$ cat src/rtl/mgbps_ram.sv
// mgbps_ram: generic simple dual-port ram, one write and one registered read port
// no dependencies

module mgbps_ram #(
  parameter int WIDTH = 8,
  parameter int DEPTH = 256
) (
  input  logic                     clk,
  input  logic                     wr_en,
  input  logic [$clog2(DEPTH)-1:0] wr_addr,
  input  logic [WIDTH-1:0]         wr_data,
  input  logic                     rd_en,
  input  logic [$clog2(DEPTH)-1:0] rd_addr,
  output logic [WIDTH-1:0]         rd_data
);

  logic [WIDTH-1:0] mem [DEPTH];

  always_ff @(posedge clk) begin
    if (wr_en) begin
      mem[wr_addr] <= wr_data;
    end
    if (rd_en) begin
      rd_data <= mem[rd_addr];
    end
  end

endmodule

$ cat config.mk
export PLATFORM = sky130hd
export DESIGN_NAME = mgbps_ram
export DESIGN_NICKNAME = d
export VERILOG_FILES = /design/src/rtl/mgbps_ram.sv
export SDC_FILE = /design/constraint.sdc
export NUM_CORES = 2
export LEC_CHECK = 0
export BUFFER_PORTS_ARGS = -buffer_cell sky130_fd_sc_hd__buf_4
export CAP_MARGIN = 20
export CORE_MARGIN = 2
export CORE_UTILIZATION = 60
export DETAILED_ROUTE_END_ITERATION = 8
export PLACE_DENSITY_LB_ADDON = 0.08
export SETUP_SLACK_MARGIN = 0.15
export SYNTH_ARGS = -nofsm -noshare
export SYNTH_HDL_FRONTEND = slang
export SYNTH_SLANG_ARGS = --single-unit
$ cat constraint.sdc
create_clock -name clk -period 5.9 [get_ports clk]
set_input_delay 0.59 -clock clk [delete_from_list [all_inputs] [get_ports clk]]
set_output_delay 0.59 -clock clk [all_outputs]
set_load 0.02 [all_outputs]
Word-level counts from Yosys, hierarchy flattened
Memory sizes are Yosys's and may differ from the RTL's. A register that Yosys moved wholly into a read port is not among the register bits.
Cells that the tools add are included.

storage, ports and cells
  memories kept = 1
  RAM bits = 2048
  bits of input ports = 27
  flip-flop bits (word level) = 0
  output and inout port bits = 8
  word-level logic and storage cells = 3

cells by class
  muxes and demuxes = 2

memories
  name  depth  width  read ports  clocked after memory_dff  write ports  line  RTL
  mem   256    8      1           1                         1            17    logic [WIDTH-1:0] mem [DEPTH];

operator list
  operator           number
  two-way mux 1 bit  2

Logic depth before layout (Yosys ltp)
  depth after elaboration = 2
  gate-level depth with buffers = 11
  depth with buffers taken out = 6

Worst setup path before layout
OpenSTA, ideal clock, no wires.

  path type = input-to-reg
  start point = input port rd_addr[0]
  end point = register rd_data[2] (read register of mem) (data pin)
  setup time = 269 ps
  stages = 9
  path slack = 3234 ps
  data required time = 5631 ps
  buffers on the path = 4
  arrival = 2397 ps
  cells stage by stage = buf_6 buf_12 buf_8 buf_2 mux4_2 a22oi_1 a21oi_1 nor4_1 nor4_2

RTL lines
  element      line  RTL
  from (decl)  13    input logic [$clog2(DEPTH)-1:0] rd_addr,
  to (decl)    14    output logic [WIDTH-1:0] rd_data

==> run metrics <==
later-pin clock latency in the skew report=0.83 ns; Hold/Removal Path Class=in2reg; sequential-to-total area share from yosys stat=77.5%; io pins=35; Final HPWL DP=118,000 um; Sink Count=2,056; setup slack, reg-to-reg=2.80 ns; Crit Path Max Fanout=57; drt first pass iters=6; TritonCTS clock tree=yes; Max VDD drop=0.000289 V; Crit Path Category=in2reg; Slew @ Worst Pin=1.27 ns; H-tree Lvls=4; vias in the first global route=39,200; startpoint types=primary input; synthesized flop and latch total=2,056; DRT Wirelength=196,000 um; Yosys top cell by area=edfxtp_1; post-synth top area share=77.5%; fin crit period=3.65 ns; unrepaired setup endpoints after global routing=no; Hold Path Origin=wr_data[6]; final cycle utilization of the critical path=61.8%; share of flip-flops with an asynchronous set or reset=0%; worst reg2reg endpoint=rd_data[5]; Worst Hold Endpoint=mem[122][6]; cts hold-fix bufs=0; Total Routing Usage GR=29.3%; endpoints failing hold=0; Die ar.=136,000 um^2; crit-path cells=buf_8 > buf_12 > mux4_2 > nand2b_1 > a311oi_1 > o221ai_1 > a211oi_2 > nor4_1; first-pass GRT wire length=282,000 um; DRC=0; Worst R2R Start=mem[43][5]; clock-pin slew on the worst setup and hold paths=0.06 ns; DR vias=39,300; R2R depth=6; run status=finished clean; # Post-CTS Setup Buffers=0; Syn Inst Count=3,733; WHS Path Cells=1; clk buf depth=3; CP Capture Type=flop; Pleak=27.1 nW; Final GP Congestion=0.857; Fin Setup TNS=0 ns; slowest stage cell on the critical path=a211oi_2; Buffers on Ports=34; # fillers=8,243; initial cell density of the core=60.5%; Detail Route Antenna Nets=0; Rel. slew slack=15.4%; initial drt markers=5,619; Worst Skew=0.0247 ns; core area=132,000 um^2; post-synth cell types=54; Req. time, crit path=6.44 ns; Ant. Diodes=0; Clk Tree Root Cell=clkbuf_16; TritonCTS buffer count=199; cts repair resizes=0; post-synthesis average cell area=21.3 um^2; Die W=368 um; ratio of cells with drive above 1 in the final layout=22.4%; final setup vio count=0; Area growth syn-to-layout=10.7%; top cells by area, synth=edfxtp_1, mux4_2, mux2i_1; GRT overflow=0; routed len/inst=34.1 um; Yosys warning count=0; cell row count=133; Synthesized Nets=3,760; max_cap viols=0; largest net degree at the start of global routing=224; Die Y=368 um; Post-synth EDFFs=2,056; Power Dens Cells=339 nW/um^2; total power=29.9 mW; crit path DAT=4.18 ns; critical path's largest stage delay=0.85 ns; vias per cell=6.84; Mapped Area=79,600 um^2; Post-layout nets=3,860; ys flop type=edfxtp_1; FMAX=274 MHz; initial antenna violation count=7; Slew Limit Fails=0
sequential cells by signal (all words and copies together), names as in the netlist:
| name | flops |
|---|---|
| mem | 2048 |
| rd_data | 8 |
critical path, delay by kind of cell:
| kind | cells | cell delay (ns) |
|---|---|---|
| AO/OA/AOI/OAI | 3 | 1.71 |
| buffers and inverters | 2 | 0.89 |
| multiplexers | 1 | 0.55 |
| AND/OR/NAND/NOR | 2 | 0.27 |
worst max path at each step:
stage	start	endpoint	slack, ns	cells after the start
global route	rd_addr[0]	rd_data[6]	2.15	9
detailed placement	rd_addr[0]	rd_data[6]	1.46	9
finish	rd_addr[0]	rd_data[5]	2.25	8
CTS	rd_addr[0]	rd_data[6]	2.35	9
global placement	rd_addr[0]	rd_data[5]	0.95	8
floorplan	rd_addr[0]	rd_data[2]	3.23	9
cell type report:
cell class | count | area, um^2 | share of cell area, %
sequential | 2056 | 61700 | 70.0
multi-input combinational | 1442 | 16600 | 18.8
clock buffer | 250 | 5260 | 5.96
tap | 1755 | 2200 | 2.49
timing repair buffer | 132 | 1370 | 1.56
clock inverter | 114 | 1030 | 1.17
inverter | 2 | 7.51 | 0.00852
kinds of logic (layout without fill, tap and decap cells):
group | after synthesis | in the layout | share of synthesized area [%]
flops | 2056 | 2056 | 77.5
simple gates | 466 | 466 | 2.63
compound gates | 385 | 385 | 3.42
buf+inv | 235 | 498 | 1.83
mux | 591 | 591 | 14.6
cells in the final DEF (no fill, tap or decap), types with 4 or more instances in the layout:
| cell | n |
|---|---|
| o32ai_1 | 4 |
| nand2b_1 | 8 |
| mux2i_1 | 134 |
| bufinv_16 | 17 |
| or2_2 | 4 |
| nand2_1 | 32 |
| a22o_1 | 8 |
| mux4_2 | 454 |
| clkbuf_16 | 203 |
| buf_4 | 91 |
| clkinv_8 | 4 |
| o211ai_1 | 10 |
| buf_2 | 4 |
| buf_12 | 21 |
| nor2_1 | 279 |
| clkbuf_8 | 9 |
| nor2b_1 | 28 |
| clkbuf_1 | 47 |
| buf_8 | 4 |
| clkinvlp_4 | 8 |
| o22ai_1 | 28 |
| o22a_1 | 5 |
| nor3_1 | 22 |
| a221oi_1 | 13 |
| clkinv_2 | 36 |
| nand4_1 | 10 |
| a21oi_1 | 96 |
| edfxtp_1 | 2056 |
| and2_1 | 6 |
| clkinv_1 | 44 |
| nand3_1 | 25 |
| a211oi_1 | 15 |
| o21ai_0 | 10 |
| nor4_2 | 8 |
| o221ai_1 | 46 |
| inv_6 | 5 |
| a22oi_1 | 133 |
| nor4_1 | 19 |
| nand3_2 | 9 |
power breakdown:
part	total, mW	switching, mW	leakage (nW)	internal [mW]
Sequential	16.1	0.0203	18.5	16.1
Combinational	1.45	0.959	5.59	0.492
Clock	12.3	5.29	3.06	7.03
Total	29.9	6.27	27.1	23.6
synth_stat cells (4+ instances only):
library cell and count:
buf_2 31, buf_4 27, mux2i_1 134, a22o_1 8, buf_8 13, or2_2 4
nand3_1 34, a221oi_1 13, nand2_1 33, o32ai_1 4, a21oi_1 96, and2_1 6
nor2b_1 31, buf_1 22, o211ai_1 10, o22ai_1 28, nor3_1 22, buf_12 8
nand4_1 10, o22a_1 5, o221ai_1 46, a22oi_1 133, nor4_1 24, a211oi_1 16
o21ai_0 10, mux4_2 454, clkbuf_1 111, nand2b_1 8, nor2_1 282, edfxtp_1 2056
buf_6 21
per-layer routing:
layer / track usage [%] / up-vias / share of wire, %
met5: 0 / - / 0.030
met4: 9.58 / 8 / 3.1
met1: 42.7 / 20900 / 39
met3: 5.93 / 301 / 9.5
met2: 45.5 / 2229 / 48
li1: - / 15900 / -
stage by stage:
step | cell area, um^2 | cells | hold WS [ns] | util [%] | worst slack [ns]
floorplan | 79600 | 3733 | 0.689 | - | 3.23
global placement | 81700 | 5371 | 1.03 | 62.1 | 0.951
detailed placement | 81800 | 5380 | 1.03 | 62.1 | 1.46
CTS | 88100 | 5744 | 0.137 | 66.9 | 2.35
global route | 88200 | 5751 | 0.164 | 67.0 | 2.15
finish | 88200 | 5751 | 0.211 | 67.0 | 2.25
(Power assumes the default switching activity.)
